===== src/sac_pkg.sv =====
`timescale 1ns / 1ps
// sac_pkg: shared types, constants and helpers of the set-associative cache tag model
// no dependencies

package sac_pkg;

   localparam int ADDR_W        = 48;
   localparam int CNT_W         = 32;
   localparam int CSR_IDX_W     = 3;
   localparam int CSR_DATA_W    = 5;
   localparam int DEF_ADDR_BITS = 48;
   localparam int DEF_MAX_SETS  = 64;
   localparam int DEF_MAX_WAYS  = 8;

   typedef enum logic [CSR_IDX_W-1:0] {
      CSR_BLOCK_LOG2 = 3'd0,
      CSR_CACHE_LOG2 = 3'd1,
      CSR_WAYS_LOG2  = 3'd2,
      CSR_REPL_LRU   = 3'd3,
      CSR_PREFETCH   = 3'd4
   } csr_index_type;

   typedef enum logic [2:0] {
      ST_CLEAR,
      ST_IDLE,
      ST_READ1,
      ST_UPD1,
      ST_UPD2,
      ST_DONE
   } state_type;

   function automatic logic [CNT_W-1:0] sat_inc(input logic [CNT_W-1:0] v);
      sat_inc = (v == {CNT_W{1'b1}}) ? v : v + CNT_W'(1);
   endfunction

endpackage


===== src/sac_row_ram.sv =====
`timescale 1ns / 1ps
// sac_row_ram: one-write one-read synchronous row memory, registered read data
// depends on sac_pkg

module sac_row_ram #(
   parameter int DEPTH = sac_pkg::DEF_MAX_SETS,
   parameter int WIDTH = 8
) (
   input  logic                                  clock,
   input  logic                                  we,
   input  logic [(DEPTH > 1 ? $clog2(DEPTH) : 1)-1:0] waddr,
   input  logic [WIDTH-1:0]                      wdata,
   input  logic                                  re,
   input  logic [(DEPTH > 1 ? $clog2(DEPTH) : 1)-1:0] raddr,
   output logic [WIDTH-1:0]                      rdata
);
   import sac_pkg::*;

   logic [WIDTH-1:0] mem [DEPTH];
   logic [WIDTH-1:0] rdata_ff;

   always_ff @(posedge clock) begin
      if (we) begin
         mem[waddr] <= wdata;
      end
      if (re) begin
         rdata_ff <= mem[raddr];
      end
   end

   assign rdata = rdata_ff;

endmodule


===== config.mk =====
export PLATFORM = sky130hd
export DESIGN_NAME = sac_row_ram
export DESIGN_NICKNAME = d
export VERILOG_FILES = /design/src/sac_pkg.sv /design/src/sac_row_ram.sv
export SDC_FILE = /design/constraint.sdc
export NUM_CORES = 1
export LEC_CHECK = 0
export BUFFER_PORTS_ARGS = -buffer_cell sky130_fd_sc_hd__buf_4
export CAP_MARGIN = 10
export CELL_PAD_IN_SITES_DETAIL_PLACEMENT = 0
export CELL_PAD_IN_SITES_GLOBAL_PLACEMENT = 2
export CORE_ASPECT_RATIO = 1.2
export CORE_MARGIN = 4
export CORE_UTILIZATION = 35
export CTS_BUF_LIST = sky130_fd_sc_hd__clkbuf_16
export CTS_CLUSTER_SIZE = 12
export DETAILED_ROUTE_END_ITERATION = 10
export GPL_ROUTABILITY_DRIVEN = 0
export PLACE_DENSITY = 0.65
export SLEW_MARGIN = 0
export SYNTH_ARGS = -nofsm -noshare
export SYNTH_HDL_FRONTEND = slang
export SYNTH_SLANG_ARGS = --single-unit

===== constraint.sdc =====
create_clock -name clock -period 2.8 [get_ports clock]
set_input_delay 0.56 -clock clock [delete_from_list [all_inputs] [get_ports clock]]
set_output_delay 0.56 -clock clock [all_outputs]
set_load 0.02 [all_outputs]

After elaboration in Yosys (flattened, before gate mapping)
Memories as Yosys holds them, arrays and structs flattened. A register that Yosys moved wholly into a read port is not among the register bits.
Index checks and enable logic that the tools add are counted.
{"block": "totals", "input_bits": 23, "reg_bits": 0, "output_inout_bits": 8, "ramBits": 512, "elab_cells": 3, "mem_count": 1}
{"name": "mem", "depth": 64, "width": 8, "rd": 1, "rd_ports_with_merged_regs": 1, "write_ports": 1, "line": "sac_row_ram.sv:19", "text": "logic [WIDTH-1:0] mem [DEPTH];"}
{"block": "op_classes", "mux": 2}
{"operator": "$mux W1", "count": 2}

Logic depth before layout (Yosys ltp)
Gate-level depths: netlist of run 1.
{"block": "depth", "word_depth": 2, "ltp_mapped": 9, "depth_no_buf": 5}

Worst setup path before layout of run 1
No wires, ideal clock.
{"block": "synth_timing", "kind": "input port to flip-flop", "startpoint": "in raddr[1] (netlist name)", "endpoint": "reg rdata_ff[3], in the netlist rdata[3], read port of mem (data pin)", "required_time_ns": 2.534, "setup_ns": 0.266, "path_stages": 7, "path_buffers": 3, "path_slack_ns": 0.434, "t_arrival_ns": 2.100, "cell_sequence": "buf_4 > buf_2 > buf_2 > mux4_2 > mux4_2 > o21ai_1 > o41ai_1"}
{"element": "start, declared", "line": "sac_row_ram.sv:14", "text": "input logic [(DEPTH > 1 ? $clog2(DEPTH) : 1)-1:0] raddr,"}
{"element": "end, declared", "line": "sac_row_ram.sv:20", "text": "logic [WIDTH-1:0] rdata_ff;"}

==> impl_metrics.csv, run 1 <==
group,metric,value,unit
run_status,status,"complete, no violations",
clock_network,holdBufCountCts,0,
floorplanning,start_util,0.353,
floorplanning,die_area,61800,sq um
clock_network,htreeDepth,2,
timing,hold_viol_final,0,
timing,finalCritPeriodShare,0.840,
yosys,ys_ff_latch,520,
clock_network,numCtsBuffers,51,
layout,final_area,23500,sq um
setup_path,worstPathArrival,2.67,ns
layout,synthToLayoutAreaGrowth,16.2,%
yosys,synth.largest_area_cell,"edfxtp_1",
drt,drt_iter0_drc,888,
yosys,ys.warnings.count,0,
drt,drtAntennaViolNets,0,
global_route,antenna_found_initial,1,
timing,tns,0,ns
clock_network,cts.clk_slew.worst_paths,0.06,ns
placed_design,place_area,22100,sq um
timing,max_freq,0.425,GHz
clock_network,cts_resized,0,
clock_network,cts_tree,"done",
drt,wire_per_inst,26.1,microns
clock_network,root_buffer,"clkbuf_16",
drt,drt_wl_total,48100,microns
yosys,syn_area_per_cell,21.5,sq um
timing,setup_viol_count_final,0,
timing,period_needed,2.35,ns
setup_path,critPathKind,"input port to register",
clock_network,cts_buffer_depth,3,
layout,utilization,0.411,
pwr,p_leak,7.50,nW
floorplanning,die_w,228,microns
drt,post-route-drc-count,0,
placed_design,dpl.hpwl,30700,microns
yosys,ys.flop_type,"edfxtp_1",
setup_path,worstSetupStartpointType,"input port",
floorplanning,num_io_pins,31,
yosys,synthArstFlopShare,0,
pwr,totalPowerFinal,0.0155,W
yosys,postSynthCellCount,940,
clock_network,cts.sinks,520,
timing,clock_skew,0.0204,ns
drt,via_count,9733,
global_route,grt_remaining_overflow,0,
placed_design,port-buffer-count,30,
timing,maxSlewViolCount,0,
yosys,seq_area_frac_synth,0.771,
layout,final_cell_mix,"edfxtp_1 (520), buf_4 (136), mux4_2 (126), nor2_1 (83), clkbuf_16 (53)",
global_route,track_usage,0.157,
timing,rsz0062_at_grt,"no",
run,maxCapViolations,0,
timing,relSlewSlack,0.508,
yosys,synth_edf_count,520,
yosys,ys_top_cells_by_area,"edfxtp_1 (77%), mux4_2 (14%), nor2_1 (1.5%), mux2i_1 (1.1%), mux2_2 (0.72%)",
floorplanning,num_rows,96,
setup_path,required,3.12,ns
yosys,syn-num-nets,963,
timing,tightest_slew,0.738,ns
yosys,yosysTopAreaCellShare,0.771,
pwr,power_density,660,nW/um^2
global_route,grt_start_max_net_pins,65,
global_route,grt_pass1_vias,10200,
layout,finalNetCount,1114,
clock_network,cts_setup_buffers,0,
layout,final_common_cell,"edfxtp_1",
yosys,synth_cell_types,39,
drt,firstDrtPassIters,5,
yosys,syn_area,20200,sq um
clock_network,insertion_delay,0.57,ns
global_route,grt_pass1_wl,71100,microns
floorplanning,die_y,271,microns
pwr,vdd_drop_max,0.000440,V
floorplanning,coreArea,57300,sq um
setup_path,worstPathMaxFanout,19,
drt,detail_route.vias_per_cell,5.28,
hold_path,hold_path_class,"input port to register",
setup_path,end_kind,"register",
layout,drive_above_1_share,0.313,
-- critical path: stages --
cell	delay [ns]
clkbuf_8	0.29
buf_12	0.23
mux4_2	0.54
mux4_2	0.46
nor2_1	0.34
nor3_1	0.09
o2bb2ai_1	0.14
-- cells in the mapped netlist, drive strengths merged (3+ instances only) --
cell type,instances
a211oi,4
a21oi,3
a221oi,6
a22oi,3
buf,34
clkbuf,17
edfxtp,520
mux2,13
mux2i,23
mux4,126
nand2,19
nand2b,7
nand3,13
nand3b,3
nor2,83
nor2b,14
nor3,7
o2111ai,3
o21ai,4
o221ai,8
o22ai,8
o2bb2ai,3
-- where the power goes --
group          internal, W  leakage, nW  switching [W]
logic             0.000358         2.10       0.000520
clock network      0.00334        0.718        0.00266
registers          0.00864         4.69      0.0000226
-- through the flow --
step	cells	hold WS [ns]	worst slack (ns)
after floorplan	940	0.659	0.434
after global placement	1773	0.886	-0.134
after detailed placement	1773	0.903	-0.142
after CTS	1842	0.304	0.459
after global routing	1842	0.309	0.380
final	1843	0.327	0.448
-- path summary, 6_finish.rpt --
check	start	end	slack, ns	cells after the start
max	raddr[0]	rdata[2]$_DFFE_PP_	0.45	7
min	re	rdata[2]$_DFFE_PP_	0.33	1
max reg2reg	mem[15][2]$_DFFE_PP_	rdata[2]$_DFFE_PP_	0.62	5
min reg2reg	mem[23][0]$_DFFE_PP_	rdata[0]$_DFFE_PP_	0.92	4
-- sequential cells by signal, indices dropped and copies added, names as in the netlist --
signal / cells
mem: 512
rdata: 8
-- per-layer routing --
metal  wire, microns  GRT usage  up-vias  share of wire
met5               0          0        -              0
met4             999     0.0371        0          0.021
met3            2450     0.0243       67          0.051
met2           24300      0.264      248           0.50
met1           20300      0.216     5207           0.42
li1                -          -     4211              -
-- cells by family after synthesis --
logic type             Yosys count  share of synthesized area
AOI/OAI and AO/OA               54                     0.0206
and+or+nand+nor                153                     0.0337
buffers and inverters           51                     0.0156
muxes                          162                      0.159
DFF                            520                      0.771
-- area by class of cell --
class	instances	area (sq um)
fillers	5007	33800
flip-flops and latches	520	15600
multi-input cells	369	4320
clock buffers	53	1330
repair buffers	149	1270
well taps	735	920
clock inverters	16	68.8
diodes	1	2.50
(Power assumes the default switching activity.)
==> run 2: changes to the inputs <==
ABC_AREA = 1   (was not set)
PLACE_DENSITY = 0.73   (was 0.65)
clock period = 2.26 ns   (was 2.8 ns; I/O delays follow)
==> impl_metrics.csv, run 2 <==
group,metric,value,unit
floorplanning,num_io_pins,31,
drt,drtAntennaViolNets,0,
hold_path,hold_path_class,"input port to register",
setup_path,critPathKind,"register to output port",
layout,final_cell_mix,"nand2_1 (648), edfxtp_1 (520), nand3_1 (439), buf_4 (118), nor2_1 (56)",
layout,largest_reg_flops,512,
floorplanning,die_area,65200,sq um
global_route,use_met2,0.297,
placed_design,dp_cells,2643,
placed_design,port-buffer-count,30,
timing,max_freq,0.558,GHz
timing,maxSlewViolCount,0,
layout,finalNetCount,1913,
floorplanning,die_y,279,microns
timing,tns,0,ns
yosys,postSynthCellCount,1805,
yosys,seq_area_frac_synth,0.729,
global_route,grt.busiest_layer,"met2",
clock_network,root_buffer,"clkbuf_16",
setup_path,path_buf_inv,1,
clock_network,htreeDepth,2,
drt,post-route-drc-count,0,
setup_path,crit_family,"flip-flops",
placed_design,dpl.hpwl,34900,microns
yosys,ys_top_cells_by_area,"edfxtp_1 (73%), nand2_1 (11%), nand3_1 (10%), buf_6 (1.8%), nor2_1 (0.98%)",
yosys,synth_edf_count,520,
floorplanning,coreArea,60700,sq um
floorplanning,num_rows,99,
drt,via_count,13600,
layout,drive_above_1_share,0.108,
clock_network,cts.sinks,520,
yosys,synth_cell_types,15,
global_route,track_usage,0.178,
yosys,syn_area_per_cell,11.9,sq um
yosys,synth.largest_area_cell,"edfxtp_1",
placed_design,place_area,23000,sq um
setup_path,slowest_stage,"edfxtp_1",
global_route,antenna_found_initial,1,
clock_network,cts.clk_slew.worst_paths,0.06,ns
global_route,use_met3,0.0273,
clock_network,numCtsBuffers,53,
layout,final_area,24500,sq um
clock_network,cts_tree,"done",
yosys,synthArstFlopShare,0,
yosys,ys.flop_type,"edfxtp_1",
yosys,yosysTopAreaCellShare,0.729,
drt,drt_wl_total,57900,microns
timing,fin_hold_ws,0.245,ns
clock_network,cts_setup_buffers,0,
timing,finalCritPeriodShare,0.793,
yosys,syn_area,21400,sq um
timing,relSlewSlack,0.465,
drt,detail_route.vias_per_cell,5.00,
setup_path,worstPathMaxFanout,1,
yosys,ys_ff_latch,520,
pwr,power_density,811,nW/um^2
setup_path,worstPathCellList,"buf_4",
setup_path,max_stage_delay,0.52,ns
pwr,totalPowerFinal,0.0199,W
layout,synthToLayoutAreaGrowth,14.3,%
layout,seqCellArea,15600,sq um
drt,firstDrtPassIters,4,
clock_network,holdBufCountCts,0,
global_route,grt_pass1_vias,13600,
yosys,syn-num-nets,1828,
drt,drt_iter0_drc,1038,
global_route,grt_pass1_wl,87200,microns
yosys,synthTopCellsByCount,"nand2_1 (648), edfxtp_1 (520), nand3_1 (439), nor2_1 (56), buf_2 (37)",
global_route,grt_start_max_net_pins,93,
pwr,vdd_drop_max,0.000478,V
run,maxCapViolations,0,
timing,period_needed,1.79,ns
clock_network,insertion_delay,0.60,ns
setup_path,worstPathArrival,1.34,ns
yosys,yosys.cell_count.top_type,"nand2_1",
setup_path,required,1.81,ns
clock_network,cts_buffer_depth,3,
global_route,grt_remaining_overflow,0,
timing,hold_viol_final,0,
timing,clock_skew,0.0224,ns
clock_network,cts_resized,0,
timing,tightest_slew,0.803,ns
floorplanning,die_w,234,microns
run_status,status,"complete, no violations",
timing,setup_viol_count_final,0,
drt,wire_per_inst,21.2,microns
layout,fin_cells,2726,
layout,regMostFlops,"mem",
yosys,ys.warnings.count,0,
setup_path,worstSetupStartpointType,"register",
layout,multi_input_area,4950,sq um
timing,rsz0062_at_grt,"no",
setup_path,end_kind,"output port",
layout,final_common_cell,"nand2_1",
layout,nFillCells,5856,
global_route,grt_util_met1,0.244,
floorplanning,start_util,0.353,
pwr,p_leak,8.85,nW
## run 2: path summary, 6_finish.rpt
check,startpoint,end,slack [ns],depth (start not counted)
hold / removal,re,rdata[6]$_DFFE_PP_,0.25,1
hold reg to reg,mem[0][4]$_DFFE_PP_,rdata[4]$_DFFE_PP_,0.91,8
setup reg to reg,mem[34][7]$_DFFE_PP_,rdata[7]$_DFFE_PP_,0.74,8
setup / recovery,rdata[6]$_DFFE_PP_,rdata[6],0.47,1
## run 2: per-layer routing
metal / wire length, microns / share of wire / up-vias
met5: 13 / 0.00022 / -
met3: 2270 / 0.039 / 93
met2: 28300 / 0.49 / 251
li1: - / - / 6510
met1: 26000 / 0.45 / 6785
met4: 1370 / 0.024 / 2
## run 2: area by class of cell
class,count,share of cell area
Sequential cell,520,0.638
Multi-Input combinational cell,1160,0.202
Timing Repair Buffer,143,0.0563
Clock buffer,53,0.0542
Tap cell,808,0.0413
Clock inverter,29,0.00639
Inverter,12,0.00225
Antenna cell,1,0.000102
## run 2: kinds of logic after synthesis
kind of cell	count (synthesis)	share of synthesized area
buffers and inverters	125	0.0401
AND/OR/NAND/NOR	1160	0.231
flip-flops	520	0.729
## run 2: stage by stage
stage | utilization | setup WS [ns]
after floorplan | - | 0.0419
after global placement | 0.379 | 0.0383
after detailed placement | 0.379 | 0.0212
after CTS | 0.403 | 0.447
after global routing | 0.403 | 0.447
final | 0.404 | 0.467
## run 2: where the power goes
group | internal (W) | switching, W | total [W]
clock | 0.00430 | 0.00347 | 0.00777
combinational | 0.000383 | 0.000983 | 0.00137
sequential | 0.0107 | 0.0000333 | 0.0107
