**config.mk**
```make
export PLATFORM = sky130hd
export DESIGN_NAME = sac_set_update
export DESIGN_NICKNAME = d
export VERILOG_FILES = /design/src/sac_pkg.sv /design/src/sac_set_update.sv
export SDC_FILE = /design/constraint.sdc
export NUM_CORES = 1
export LEC_CHECK = 0
export ABC_CLOCK_PERIOD_IN_PS = 25300
export BUFFER_PORTS_ARGS = -buffer_cell sky130_fd_sc_hd__buf_2
export CORE_AREA = 2 2 348 350
export DETAILED_ROUTE_END_ITERATION = 16
export DIE_AREA = 0 0 350 352
export GPL_ROUTABILITY_DRIVEN = 0
export PLACE_DENSITY_LB_ADDON = 0.12
export SLEW_MARGIN = 20
export SYNTH_ARGS = -nofsm -noshare
export SYNTH_HDL_FRONTEND = slang
export SYNTH_SLANG_ARGS = --single-unit
```
**constraint.sdc**
```tcl
create_clock -name vclk -period 25.3
set_input_delay 1.265 -clock vclk [all_inputs]
set_output_delay 1.265 -clock vclk [all_outputs]
set_load 0.03 [all_outputs]
```
**src/sac_pkg.sv**
```systemverilog
`timescale 1ns / 1ps
// sac_pkg: shared types, constants and helpers of the set-associative cache tag model
// no dependencies

package sac_pkg;

   localparam int ADDR_W        = 48;
   localparam int CNT_W         = 32;
   localparam int CSR_IDX_W     = 3;
   localparam int CSR_DATA_W    = 5;
   localparam int DEF_ADDR_BITS = 48;
   localparam int DEF_MAX_SETS  = 64;
   localparam int DEF_MAX_WAYS  = 8;

   typedef enum logic [CSR_IDX_W-1:0] {
      CSR_BLOCK_LOG2 = 3'd0,
      CSR_CACHE_LOG2 = 3'd1,
      CSR_WAYS_LOG2  = 3'd2,
      CSR_REPL_LRU   = 3'd3,
      CSR_PREFETCH   = 3'd4
   } csr_index_type;

   typedef enum logic [2:0] {
      ST_CLEAR,
      ST_IDLE,
      ST_READ1,
      ST_UPD1,
      ST_UPD2,
      ST_DONE
   } state_type;

   function automatic logic [CNT_W-1:0] sat_inc(input logic [CNT_W-1:0] v);
      sat_inc = (v == {CNT_W{1'b1}}) ? v : v + CNT_W'(1);
   endfunction

endpackage

```
**src/sac_set_update.sv**
```systemverilog
`timescale 1ns / 1ps
// sac_set_update: lookup of one set row, recency refresh on hit in LRU mode, fill or replace on miss
// depends on sac_pkg

module sac_set_update #(
   parameter int ADDR_BITS = sac_pkg::DEF_ADDR_BITS,
   parameter int MAX_WAYS  = sac_pkg::DEF_MAX_WAYS,
   localparam int RW  = (MAX_WAYS > 1) ? $clog2(MAX_WAYS) : 1,
   localparam int EW  = 1 + RW + ADDR_BITS,
   localparam int WC  = $clog2(MAX_WAYS + 1)
) (
   input  logic [MAX_WAYS*EW-1:0] row_in,
   input  logic [ADDR_BITS-1:0]   tag,
   input  logic [WC-1:0]          ways_used,
   input  logic                   lru,
   output logic [MAX_WAYS*EW-1:0] row_out,
   output logic                   hit
);
   import sac_pkg::*;

   localparam logic [RW-1:0] RMAX = RW'(MAX_WAYS - 1);

   logic                 en     [MAX_WAYS];
   logic                 vld    [MAX_WAYS];
   logic [RW-1:0]        rank   [MAX_WAYS];
   logic [ADDR_BITS-1:0] tg     [MAX_WAYS];
   logic                 n_vld  [MAX_WAYS];
   logic [RW-1:0]        n_rank [MAX_WAYS];
   logic [ADDR_BITS-1:0] n_tg   [MAX_WAYS];
   logic [RW-1:0]        hw, fw, vw, vic;
   logic [RW-1:0]        vmax, lim;
   logic                 free_found;

   always_comb begin
      for (int i = 0; i < MAX_WAYS; i++) begin
         en[i]   = WC'(i) < ways_used;
         vld[i]  = row_in[i*EW + RW + ADDR_BITS];
         rank[i] = row_in[i*EW + ADDR_BITS +: RW];
         tg[i]   = row_in[i*EW +: ADDR_BITS];
      end
      hit = 1'b0;
      hw  = '0;
      free_found = 1'b0;
      fw  = '0;
      for (int i = 0; i < MAX_WAYS; i++) begin
         if (en[i] && vld[i] && tg[i] == tag && !hit) begin
            hit = 1'b1;
            hw  = RW'(i);
         end
         if (en[i] && !vld[i] && !free_found) begin
            free_found = 1'b1;
            fw = RW'(i);
         end
      end
      vw   = '0;
      vmax = rank[0];
      for (int i = 1; i < MAX_WAYS; i++) begin
         if (en[i] && rank[i] > vmax) begin
            vw   = RW'(i);
            vmax = rank[i];
         end
      end
      for (int i = 0; i < MAX_WAYS; i++) begin
         n_vld[i]  = vld[i];
         n_rank[i] = rank[i];
         n_tg[i]   = tg[i];
      end
      lim = rank[hw];
      vic = free_found ? fw : vw;
      if (hit) begin
         if (lru) begin
            for (int i = 0; i < MAX_WAYS; i++) begin
               if (en[i] && vld[i] && rank[i] < lim && rank[i] < RMAX) begin
                  n_rank[i] = rank[i] + RW'(1);
               end
            end
            n_rank[hw] = '0;
         end
      end else begin
         n_vld[vic] = 1'b0;
         for (int i = 0; i < MAX_WAYS; i++) begin
            if (en[i] && n_vld[i] && rank[i] < RMAX) begin
               n_rank[i] = rank[i] + RW'(1);
            end
         end
         n_tg[vic]   = tag;
         n_vld[vic]  = 1'b1;
         n_rank[vic] = '0;
      end
      for (int i = 0; i < MAX_WAYS; i++) begin
         row_out[i*EW +: EW] = {n_vld[i], n_rank[i], n_tg[i]};
      end
   end

endmodule
```
After elaboration in Yosys (flattened, before gate mapping)

Index checks and enable logic that the tools add are counted.

Equality and inequality tests: 8
Muxes and demuxes: 100
Bitwise gates (word level): 9
$add $sub $neg: 8
Reduce and logical (&&, ||, !) cells: 101
Magnitude comparators: 35

Operators with widths:

| kind                | number |
|---|---|
| $bwmux 384          | 1 |
| $eq 48x48->1        | 8 |
| $mux 384            | 1 |
| $mux 3              | 69 |
| $demux 48 s3        | 1 |
| $logic_and 1x1->1   | 79 |
| $and 24x24->24      | 2 |
| $mux 24             | 2 |
| $mux 48             | 1 |
| $not 24->24         | 2 |
| $add 3x1->3 const B | 8 |
| $lt 3x3->1          | 8 |
| $lt 3x3->1 const B  | 8 |
| $logic_not 1->1     | 22 |
| $gt 3x3->1          | 7 |
| $mux 1              | 20 |
| $demux 3 s3         | 2 |
| $lt 3x4->1 const A  | 4 |
| $bmux 3 s3          | 1 |
| $and 8x8->8         | 1 |
| $ge 4x4->1 const B  | 2 |
| $lt 1x4->1 const A  | 2 |
| $lt 2x4->1 const A  | 2 |
| $lt 4x1->1 const B  | 2 |
| 5 further kinds     | 6 |

Word-level logic and storage cells: 261
Output and inout port bits: 417
Input bits: 469
Register bits after elaboration: 0

Depth between registers and ports, before layout

Gate-level depths: netlist of run 1.

Depth in word-level cells: 38
Depth in mapped cells: 52

Worst setup path after synthesis of run 1

OpenSTA, ideal clock, no wires.

Kind: input-to-output
From: input port row_in[100]
To: output port row_out[383]
Path slack: 13295 ps
Arrival time: 10740 ps
Stages: 48
Path buffers: 5
Cell sequence: clkbuf_1 > inv_1 > ha_1 > and3_1 > a211o_1 > buf_6 > o21ai_0 > ha_1 > nor2_1 > o22ai_1 > o31ai_1 > mux2_2 > ha_1 > nor2_1 > a22oi_1 > a21oi_1 > mux2_2 > ha_1 > [12 not listed] > ha_1 > a21o_1 > a21oi_1 > a311oi_1 > mux2_2 > ha_1 > o21a_1 > o21ai_0 > a21boi_0 > nand3_1 > o211a_1 > o21a_1 > nor2_2 > and3_1 > clkbuf_1 > buf_4 > buf_6 > mux2i_1

Cells in the longest elaborated chain, start to end: 29
Elaborated cells between the ends (all ways): 36

Ends and longest elaborated chain:

| element                                                               | line                 | source |
|---|---|---|
| from (decl)                                                           | sac_set_update.sv:12 | `input logic [MAX_WAYS*EW-1:0] row_in,` |
| $gt 3x3->1                                                            | sac_set_update.sv:58 | `if (en[i] && rank[i] > vmax) begin` |
| $logic_and 1x1->1                                                     | sac_set_update.sv:58 |  |
| $mux 3                                                                | sac_set_update.sv:58 |  |
| $gt 3x3->1                                                            | sac_set_update.sv:58 |  |
| $logic_and 1x1->1                                                     | sac_set_update.sv:58 |  |
| $mux 3                                                                | sac_set_update.sv:58 |  |
| $gt 3x3->1                                                            | sac_set_update.sv:58 |  |
| $logic_and 1x1->1                                                     | sac_set_update.sv:58 |  |
| [13 not listed]                                                       | -                    |  |
| $mux 3 (*)                                                            | sac_set_update.sv:69 | `vic = free_found ? fw : vw;` |
| $not 3->4 (not written as such) (*)                                   | sac_set_update.sv:86 | `n_tg[vic] = tag;` |
| $ge 4x4->1 (not written as such) / $lt 4x1->1 (equally long branches) | sac_set_update.sv:86 |  |
| $logic_and 1x1->1 (not written as such)                               | sac_set_update.sv:86 |  |
| $mux 48 (not written as such)                                         | sac_set_update.sv:86 |  |
| $demux 48 s3 (*)                                                      | sac_set_update.sv:86 |  |
| $bwmux 384 (*)                                                        | sac_set_update.sv:86 |  |
| $mux 384 (*)                                                          | sac_set_update.sv:70 | `if (hit) begin` |
| to (decl)                                                             | sac_set_update.sv:16 | `output logic [MAX_WAYS*EW-1:0] row_out,` |

Every way passes the cells marked *; elsewhere a longest branch is shown, timed or not.

Worst setup path in the final report of run 1

From: input port row_in[50]
To: output port row_out[296]

The elaborated chain is that of the path after synthesis.

==> impl_metrics.prom, run 1 <==
# TYPE chip_impl_metric gauge
chip_impl_metric{name="mappedNetlistArea",unit="sq um"} 14100
chip_impl_metric{name="post_drt_via_cell_ratio",unit=""} 4.56
chip_impl_metric{name="route.detailed.drc",unit=""} 0
chip_impl_metric{name="fmaxAchievable",unit="MHz"} 71.8
chip_impl_info{name="critPathCaptureType",value="primary output"} 1
chip_impl_metric{name="finalHoldViolCount",unit=""} 0
chip_impl_metric{name="drt_pre_antenna_iters",unit=""} 5
chip_impl_metric{name="final_util",unit=""} 0.170
chip_impl_info{name="netlist.top_cell.by_area",value="mux2_2"} 1
chip_impl_metric{name="mappedNetlistNets",unit=""} 2315
chip_impl_metric{name="avgRoutedWirePerCell",unit="um"} 37.1
chip_impl_metric{name="final-max-slew-violation-count",unit=""} 0
chip_impl_info{name="hp_start",value="row_in[178]"} 1
chip_impl_metric{name="cp.arrival",unit="ns"} 12.66
chip_impl_metric{name="slew-limit-headroom",unit=""} 0.218
chip_impl_info{name="standard_cell_with_the_maximum_stage_delay_on_the_critical_path",value="buf_4"} 1
chip_impl_info{name="startpoint_type",value="primary input"} 1
chip_impl_metric{name="grt_use_total",unit=""} 0.241
chip_impl_metric{name="finalNetCount",unit=""} 3088
chip_impl_metric{name="period_share",unit=""} 0.550
chip_impl_metric{name="finalCriticalPeriod",unit="ns"} 13.93
chip_impl_metric{name="cts_hold_repair.buffers",unit=""} 0
chip_impl_info{name="outcome",value="completed"} 1
chip_impl_info{name="worstHoldEndpoint",value="row_out[178]"} 1
chip_impl_metric{name="dr.first_iter.drc_count",unit=""} 1864
chip_impl_metric{name="cts.repair_timing.setup_buffer_count",unit=""} 0
chip_impl_metric{name="setup_total_negative_slack",unit="ns"} 0
chip_impl_info{name="synth_top_cells_by_area",value="mux2_2, xnor2_1, xor2_1"} 1
chip_impl_metric{name="grt_pass1_wl",unit="um"} 197000
chip_impl_metric{name="crit_path_max_fanout",unit=""} 42
chip_impl_metric{name="postCtsResizedCells",unit=""} 0
chip_impl_metric{name="whs_path_depth",unit=""} 3
chip_impl_metric{name="post_route_cells_drive_above_1_share",unit=""} 0.513
chip_impl_metric{name="die_height",unit="um"} 352
chip_impl_metric{name="post-synth-top-area-fraction",unit=""} 0.264
chip_impl_info{name="timing.critical_path.mode_cell",value="ha_1"} 1
chip_impl_metric{name="floorplan.initialDensity",unit=""} 0.118
chip_impl_metric{name="core_area",unit="sq um"} 119000
chip_impl_metric{name="routed-via-count",unit=""} 19300
chip_impl_metric{name="avg_inst_size_synth",unit="sq um"} 7.79
chip_impl_metric{name="ioPinCount",unit=""} 886
chip_impl_metric{name="area_enclosed_by_the_die_boundary",unit="sq um"} 123000
chip_impl_info{name="critPathKind",value="in -> out"} 1
chip_impl_metric{name="netlist-cell-type-count",unit=""} 87
chip_impl_info{name="holdCritPathClass",value="in -> out"} 1
chip_impl_info{name="mostFrequentLayoutCells",value="buf_2, mux2_2, xnor2_1, xor2_1, nand4_1"} 1
chip_impl_metric{name="synthesis.instances",unit=""} 1809
chip_impl_metric{name="timing.final.setup_violations",unit=""} 0
chip_impl_metric{name="synth.yosys.seq_area_share",unit=""} 0
chip_impl_metric{name="synth_warnings",unit=""} 0
chip_impl_metric{name="max_cap_viol_count",unit=""} 0
chip_impl_metric{name="number_of_global_route_vias_before_repair",unit=""} 19300
chip_impl_metric{name="detailedPlacementHpwl",unit="um"} 129000
chip_impl_metric{name="place.port_buffers",unit=""} 886
chip_impl_metric{name="crit_path_max_incr_delay",unit="ns"} 0.67
chip_impl_metric{name="placementRows",unit=""} 127
chip_impl_metric{name="numSequentialCells",unit=""} 0
chip_impl_info{name="mostFrequentLayoutCell",value="buf_2"} 1
chip_impl_metric{name="worstMarginPinSlew",unit="ns"} 1.16
chip_impl_metric{name="synthToLayoutAreaGrowth",unit="%"} 43.8
chip_impl_metric{name="drt-total-wl",unit="um"} 157000
chip_impl_metric{name="grt_antenna_before_repair",unit=""} 75
chip_impl_metric{name="die_width",unit="um"} 350
chip_impl_metric{name="regArea",unit="sq um"} 0
chip_impl_metric{name="globalRoute.totalOverflow",unit=""} 0
chip_impl_metric{name="layout.clock_buffers",unit=""} 0
chip_impl_metric{name="pin_count_of_the_biggest_net_entering_global_routing",unit=""} 51
chip_impl_metric{name="worst_ep_required_time",unit="ns"} 24.03
chip_impl_metric{name="final_antenna_net_count",unit=""} 0
chip_impl_info{name="grt_setup_unrepaired",value="no"} 1
-- metal layers --
layer  GRT usage  part of all wire  routed length (um)  vias to the layer above
met5           0            0.0017                 268                        -
met4      0.0540             0.025                3960                       42
met3      0.0619             0.084               13100                      195
met2       0.407              0.47               73500                     1132
met1       0.306              0.42               65800                     9572
li1            -                 -                   -                     8318
-- worst max path at each step --
| stage | start | endpoint | slack (ns) | depth (start not counted) |
|---|---|---|---|---|
| 6_report | row_in[50] | row_out[296] | 11.37 | 44 |
| 5_1_grt | row_in[50] | row_out[273] | 10.68 | 46 |
| 4_1_cts | row_in[50] | row_out[273] | 11.52 | 44 |
| 3_5_place_dp | row_in[50] | row_out[273] | 11.54 | 44 |
| 3_3_place_gp | row_in[50] | row_out[273] | 11.72 | 46 |
| 2_1_floorplan | row_in[100] | row_out[383] | 13.29 | 48 |
-- metrics by stage --
stage	cells	hold WS [ns]	setup WS (ns)	instance area, sq um
floorplan	1809	2.71	13.29	14100
global placement	4192	2.94	11.72	20200
detailed placement	4192	2.94	11.54	20200
CTS	4192	2.94	11.52	20200
global route	4197	2.95	10.68	20200
finish	4220	2.94	11.37	20300
-- cells in the mapped netlist, types with 8 or more instances --
cell      number
mux2_2       330
xnor2_1      251
xor2_1       136
nand4_1      134
clkbuf_1      92
nand2_1       91
nor4_1        83
nor2_1        61
buf_2         58
a21oi_1       54
nand3_1       42
mux2_1        38
ha_1          37
inv_1         36
o21ai_0       29
nor3_1        23
a31oi_1       18
mux2_4        18
and3_1        15
nor2b_1       13
and4_1        12
nand2b_1      12
o211ai_1      11
a21o_1         9
buf_4          9
buf_6          9
o22ai_1        9
o31ai_1        9
a22o_1         8
mux2i_1        8
or4_1          8
-- worst max-delay path: cells and delay by family --
family | cells | cell delay, ns
buffers and inverters | 4 | 1.21
AO/OA/AOI/OAI | 19 | 4.20
AND/OR/NAND/NOR | 9 | 1.89
multiplexers | 5 | 2.01
adder cells (fa/ha/maj) | 7 | 2.01
-- logic make-up (layout without fill, tap and decap cells) --
kind of cell | Yosys count | in the layout | share of synthesized area
AOI/OAI and AO/OA | 237 | 237 | 0.120
xor gates and xnor gates | 387 | 387 | 0.241
adders and majority gates | 37 | 37 | 0.0329
buffers and inverters | 207 | 978 | 0.0675
muxes | 394 | 394 | 0.319
other | 0 | 28 | 0
and+or+nand+nor | 547 | 547 | 0.220
-- area by class of cell --
cell class	instances	area, sq um
Multi-Input combinational cell	1602	13200
Timing Repair Buffer	941	4850
Fill cell	14000	99100
Inverter	37	139
Antenna cell	28	70.1
Tap cell	1612	2020
==> inputs of run 2 (changes only) <==
--- a/config.mk
+++ b/config.mk
@@ -5,11 +5,11 @@
 export SDC_FILE = /design/constraint.sdc
 export NUM_CORES = 1
 export LEC_CHECK = 0
-export ABC_CLOCK_PERIOD_IN_PS = 25300
+export ABC_CLOCK_PERIOD_IN_PS = 13400
 export BUFFER_PORTS_ARGS = -buffer_cell sky130_fd_sc_hd__buf_2
-export CORE_AREA = 2 2 348 350
+export CORE_AREA = 2 2 349 351
 export DETAILED_ROUTE_END_ITERATION = 16
-export DIE_AREA = 0 0 350 352
+export DIE_AREA = 0 0 351 353
 export GPL_ROUTABILITY_DRIVEN = 0
 export PLACE_DENSITY_LB_ADDON = 0.12
 export SLEW_MARGIN = 20
==> constraint.sdc (replaced) <==
create_clock -name vclk -period 13.4
set_input_delay 0.67 -clock vclk [all_inputs]
set_output_delay 0.67 -clock vclk [all_outputs]
set_load 0.03 [all_outputs]
==> impl_metrics.prom, run 2 (same netlist as run 1, synthesis figures left out) <==
# TYPE chip_impl_metric gauge
chip_impl_metric{name="die_height",unit="um"} 353
chip_impl_metric{name="worst_ep_required_time",unit="ns"} 12.73
chip_impl_metric{name="finalHoldViolCount",unit=""} 0
chip_impl_info{name="critPathCaptureType",value="primary output"} 1
chip_impl_metric{name="dr.first_iter.drc_count",unit=""} 1460
chip_impl_metric{name="timing.final.setup_violations",unit=""} 0
chip_impl_metric{name="grt_pass1_wl",unit="um"} 198000
chip_impl_info{name="outcome",value="completed"} 1
chip_impl_metric{name="grt_use_total",unit=""} 0.239
chip_impl_metric{name="place.port_buffers",unit=""} 886
chip_impl_metric{name="detailedPlacementHpwl",unit="um"} 130000
chip_impl_metric{name="floorplan.initialDensity",unit=""} 0.117
chip_impl_metric{name="regArea",unit="sq um"} 0
chip_impl_metric{name="area_enclosed_by_the_die_boundary",unit="sq um"} 124000
chip_impl_metric{name="placementRows",unit=""} 128
chip_impl_metric{name="final-max-slew-violation-count",unit=""} 0
chip_impl_metric{name="placed_cells",unit=""} 4219
chip_impl_metric{name="pin_count_of_the_biggest_net_entering_global_routing",unit=""} 49
chip_impl_metric{name="route.detailed.drc",unit=""} 0
chip_impl_metric{name="fin_cells",unit=""} 4250
chip_impl_metric{name="crit_path_max_fanout",unit=""} 24
chip_impl_metric{name="core_area",unit="sq um"} 121000
chip_impl_metric{name="die_width",unit="um"} 351
chip_impl_info{name="timing.critical_path.mode_cell",value="ha_1"} 1
chip_impl_info{name="mostFrequentLayoutCell",value="buf_2"} 1
chip_impl_metric{name="drt_pre_antenna_iters",unit=""} 5
chip_impl_metric{name="cp.arrival",unit="ns"} 11.75
chip_impl_metric{name="avgRoutedWirePerCell",unit="um"} 36.6
chip_impl_metric{name="cts_hold_repair.buffers",unit=""} 0
chip_impl_metric{name="finalNetCount",unit=""} 3102
chip_impl_info{name="grt_setup_unrepaired",value="no"} 1
chip_impl_metric{name="numSequentialCells",unit=""} 0
chip_impl_metric{name="drt-total-wl",unit="um"} 156000
chip_impl_info{name="startpoint_type",value="primary input"} 1
chip_impl_metric{name="cts.repair_timing.setup_buffer_count",unit=""} 0
chip_impl_info{name="mostFrequentLayoutCells",value="buf_2, mux2_2, xnor2_1, xor2_1, nand4_1"} 1
chip_impl_metric{name="grt_antenna_before_repair",unit=""} 67
chip_impl_metric{name="setup_total_negative_slack",unit="ns"} 0
chip_impl_metric{name="max_cap_viol_count",unit=""} 0
chip_impl_metric{name="worstMarginPinSlew",unit="ns"} 1.27
chip_impl_info{name="critPathKind",value="in -> out"} 1
chip_impl_metric{name="final_antenna_net_count",unit=""} 0
chip_impl_metric{name="finalCriticalPeriod",unit="ns"} 12.42
chip_impl_metric{name="crit_path_max_incr_delay",unit="ns"} 0.59
chip_impl_metric{name="period_share",unit=""} 0.927
chip_impl_metric{name="post_route_cells_drive_above_1_share",unit=""} 0.515
chip_impl_metric{name="layout.clock_buffers",unit=""} 0
chip_impl_metric{name="postCtsResizedCells",unit=""} 0
chip_impl_info{name="holdCritPathClass",value="in -> out"} 1
chip_impl_metric{name="globalRoute.totalOverflow",unit=""} 0
chip_impl_metric{name="post_drt_via_cell_ratio",unit=""} 4.54
chip_impl_metric{name="slew-limit-headroom",unit=""} 0.144
chip_impl_metric{name="fmaxAchievable",unit="MHz"} 80.5
chip_impl_metric{name="ioPinCount",unit=""} 886
chip_impl_metric{name="number_of_global_route_vias_before_repair",unit=""} 19500
chip_impl_metric{name="routed-via-count",unit=""} 19300
chip_impl_metric{name="final_util",unit=""} 0.169
chip_impl_metric{name="synthToLayoutAreaGrowth",unit="%"} 45.1
chip_impl_info{name="standard_cell_with_the_maximum_stage_delay_on_the_critical_path",value="a311oi_1"} 1
run 2: through the flow:
| stage | hold WS, ns | cell area, sq um | setup WS [ns] |
|---|---|---|---|
| 2_1_floorplan | 1.52 | 14100 | 2.58 |
| 3_3_place_gp | 1.75 | 20400 | 1.19 |
| 3_5_place_dp | 1.75 | 20400 | 1.01 |
| 4_1_cts | 1.75 | 20400 | 1.01 |
| 5_1_grt | 1.77 | 20400 | 0.0902 |
| 6_report | 1.75 | 20400 | 0.976 |
run 2: layout make-up:
cell class	count	area [sq um]
Timing Repair Buffer	955	5010
Multi-Input combinational cell	1602	13200
Tap cell	1625	2030
Fill cell	14200	100000
Inverter	37	139
Antenna cell	31	77.6
run 2: path summary, 6_finish.rpt:
| kind | start | to | slack, ns | cells after the start |
|---|---|---|---|---|
| setup / recovery | row_in[50] | row_out[119] | 0.98 | 46 |
| hold / removal | row_in[147] | row_out[147] | 1.75 | 3 |
run 2: critical path: cells and delay by family:
| kind | cells | cell delay, ns |
|---|---|---|
| and+or+nand+nor | 10 | 1.97 |
| adders and majority gates | 7 | 1.98 |
| buffers and inverters | 4 | 0.94 |
| muxes | 5 | 1.95 |
| AOI/OAI and AO/OA | 20 | 4.17 |
run 2: metal layers:
layer	global-route usage	wire length [um]	up-vias
met5	0	286	-
met4	0.0579	4600	44
met3	0.0396	10700	186
met2	0.393	71100	968
met1	0.322	69000	9763
li1	-	-	8342
==> inputs of run 3 (changes only) <==
--- a/config.mk
+++ b/config.mk
@@ -11,7 +11,7 @@
 export DETAILED_ROUTE_END_ITERATION = 16
 export DIE_AREA = 0 0 351 353
 export GPL_ROUTABILITY_DRIVEN = 0
-export PLACE_DENSITY_LB_ADDON = 0.12
+export PLACE_DENSITY = 0.37
 export SLEW_MARGIN = 20
 export SYNTH_ARGS = -nofsm -noshare
 export SYNTH_HDL_FRONTEND = slang
==> impl_metrics.prom, run 3 (same netlist as run 1, synthesis figures left out) <==
# TYPE chip_impl_metric gauge
chip_impl_info{name="outcome",value="completed"} 1
chip_impl_metric{name="internal_power",unit="uW"} 381
chip_impl_metric{name="die_width",unit="um"} 351
chip_impl_info{name="holdCritPathClass",value="in -> out"} 1
chip_impl_metric{name="grt_use_met1",unit=""} 0.320
chip_impl_metric{name="route.detailed.drc",unit=""} 0
chip_impl_metric{name="fin_cells",unit=""} 4251
chip_impl_info{name="cp-startpoint",value="row_in[50]"} 1
chip_impl_metric{name="cts_hold_repair.buffers",unit=""} 0
chip_impl_metric{name="p_comb_frac",unit=""} 1.000
chip_impl_metric{name="crit_path_max_fanout",unit=""} 26
chip_impl_metric{name="regArea",unit="sq um"} 0
chip_impl_metric{name="switching_share",unit=""} 0.684
chip_impl_metric{name="numSequentialCells",unit=""} 0
chip_impl_metric{name="finalNetCount",unit=""} 3113
chip_impl_metric{name="fraction_of_power_consumed_by_sequential_logic",unit=""} 0
chip_impl_metric{name="fillers",unit=""} 14000
chip_impl_info{name="timing.critical_path.mode_cell",value="ha_1"} 1
chip_impl_metric{name="number_of_global_route_vias_before_repair",unit=""} 19500
chip_impl_metric{name="crit_path_max_incr_delay",unit="ns"} 0.66
chip_impl_metric{name="placed_cells",unit=""} 4230
chip_impl_metric{name="area_enclosed_by_the_die_boundary",unit="sq um"} 124000
chip_impl_metric{name="ioPinCount",unit=""} 886
chip_impl_metric{name="placementRows",unit=""} 128
chip_impl_metric{name="place.port_buffers",unit=""} 886
chip_impl_metric{name="core_area",unit="sq um"} 121000
chip_impl_metric{name="pin_count_of_the_biggest_net_entering_global_routing",unit=""} 50
chip_impl_info{name="top_usage_layer",value="met2"} 1
chip_impl_metric{name="grt.met2_usage",unit=""} 0.378
chip_impl_metric{name="slew-limit-headroom",unit=""} 0.0252
chip_impl_metric{name="max_cap_viol_count",unit=""} 0
chip_impl_info{name="mostFrequentLayoutCell",value="buf_2"} 1
chip_impl_metric{name="layout.clock_buffers",unit=""} 0
chip_impl_info{name="critPathKind",value="in -> out"} 1
chip_impl_metric{name="p_clk_frac",unit=""} 0
chip_impl_info{name="hp_start",value="row_in[149]"} 1
chip_impl_metric{name="worstMarginPinSlew",unit="ns"} 1.45
chip_impl_metric{name="setup_total_negative_slack",unit="ns"} 0
chip_impl_metric{name="die_height",unit="um"} 353
chip_impl_info{name="critPathCaptureType",value="primary output"} 1
chip_impl_metric{name="power_leakage",unit="uW"} 0.00849
chip_impl_metric{name="power_density",unit="nW/um^2"} 58.8
chip_impl_metric{name="detailedPlacementHpwl",unit="um"} 132000
chip_impl_info{name="standard_cell_with_the_maximum_stage_delay_on_the_critical_path",value="nand2_2"} 1
chip_impl_metric{name="period_share",unit=""} 0.940
chip_impl_metric{name="cp.arrival",unit="ns"} 11.93
chip_impl_metric{name="globalRoute.totalOverflow",unit=""} 0
chip_impl_metric{name="grt_antenna_before_repair",unit=""} 88
chip_impl_metric{name="drt_pre_antenna_iters",unit=""} 5
chip_impl_metric{name="final_antenna_net_count",unit=""} 0
chip_impl_metric{name="grt_use_total",unit=""} 0.242
chip_impl_info{name="startpoint_type",value="primary input"} 1
chip_impl_metric{name="final-max-slew-violation-count",unit=""} 0
chip_impl_metric{name="worst_ep_required_time",unit="ns"} 12.73
chip_impl_metric{name="met3_usage",unit=""} 0.0679
chip_impl_metric{name="fmaxAchievable",unit="MHz"} 79.4
chip_impl_metric{name="avgRoutedWirePerCell",unit="um"} 37.2
chip_impl_metric{name="max-vdd-ir-drop",unit="uV"} 40.0
chip_impl_metric{name="post_route_cells_drive_above_1_share",unit=""} 0.517
chip_impl_metric{name="synthToLayoutAreaGrowth",unit="%"} 45.3
chip_impl_metric{name="timing.final.setup_violations",unit=""} 0
chip_impl_metric{name="floorplan.initialDensity",unit=""} 0.117
chip_impl_metric{name="dr.first_iter.drc_count",unit=""} 1909
chip_impl_info{name="mostFrequentLayoutCells",value="buf_2, mux2_2, xnor2_1, xor2_1, nand4_1"} 1
chip_impl_metric{name="grt_pass1_wl",unit="um"} 199000
chip_impl_metric{name="post_drt_via_cell_ratio",unit=""} 4.67
chip_impl_metric{name="drt-total-wl",unit="um"} 158000
chip_impl_metric{name="finalCriticalPeriod",unit="ns"} 12.60
chip_impl_metric{name="finalHoldViolCount",unit=""} 0
chip_impl_metric{name="p_switching",unit="uW"} 822
chip_impl_info{name="grt_setup_unrepaired",value="no"} 1
chip_impl_metric{name="cts.repair_timing.setup_buffer_count",unit=""} 0
chip_impl_metric{name="routed-via-count",unit=""} 19800
-- run 3: cell type report --
type / count / area [sq um] / area share
repair buffers: 966 / 5060 / 0.247
well taps: 1625 / 2030 / 0.0994
diodes: 21 / 52.6 / 0.00257
multi-input cells: 1602 / 13200 / 0.644
inverters: 37 / 139 / 0.00679
-- run 3: repair_timing --
item                       4_1_cts  5_1_grt
setup endpoints to repair        0       31
hold endpoints to repair         0        0
gates resized for setup          0        2
-- run 3: layer usage --
layer,wire [um],share of wire
met1,68000,0.43
met2,68000,0.43
met3,15000,0.095
met4,6690,0.042
met5,543,0.0034
-- run 3: final timing paths --
path                      endpoint  slack (ns)  cells after the start
worst max-delay path  row_out[208]        0.80                     46
worst min-delay path  row_out[149]        1.73                      3
-- run 3: per-stage QoR --
step | instance area [sq um] | util | total power, uW | hold WS [ns] | setup slack [ns]
after floorplan | 14100 | - | 699 | 1.52 | 2.58
after global placement | 20400 | 0.169 | 1190 | 1.74 | 1.08
after detailed placement | 20400 | 0.169 | 1190 | 1.74 | 0.925
after CTS | 20400 | 0.169 | 1190 | 1.74 | 0.911
after global routing | 20400 | 0.169 | 1250 | 1.76 | 0.0356
final | 20500 | 0.170 | 1200 | 1.73 | 0.799
-- run 3: critical path, delay by kind of cell --
| family | cells | cell delay (ns) |
|---|---|---|
| buf+inv | 4 | 0.93 |
| compound gates | 20 | 4.20 |
| simple gates | 10 | 2.09 |
| fa+ha+maj | 7 | 2.01 |
| mux | 5 | 1.95 |
-- run 3: power by group through the flow --
stage | logic (uW) | registers (uW) | clock network (uW)
detailed placement | 1190 | 0 | 0
floorplan | 699 | 0 | 0
global route | 1250 | 0 | 0.0000486
CTS | 1190 | 0 | 0
finish | 1200 | 0 | 0.000101
global placement | 1190 | 0 | 0
(Power assumes the default switching activity.)
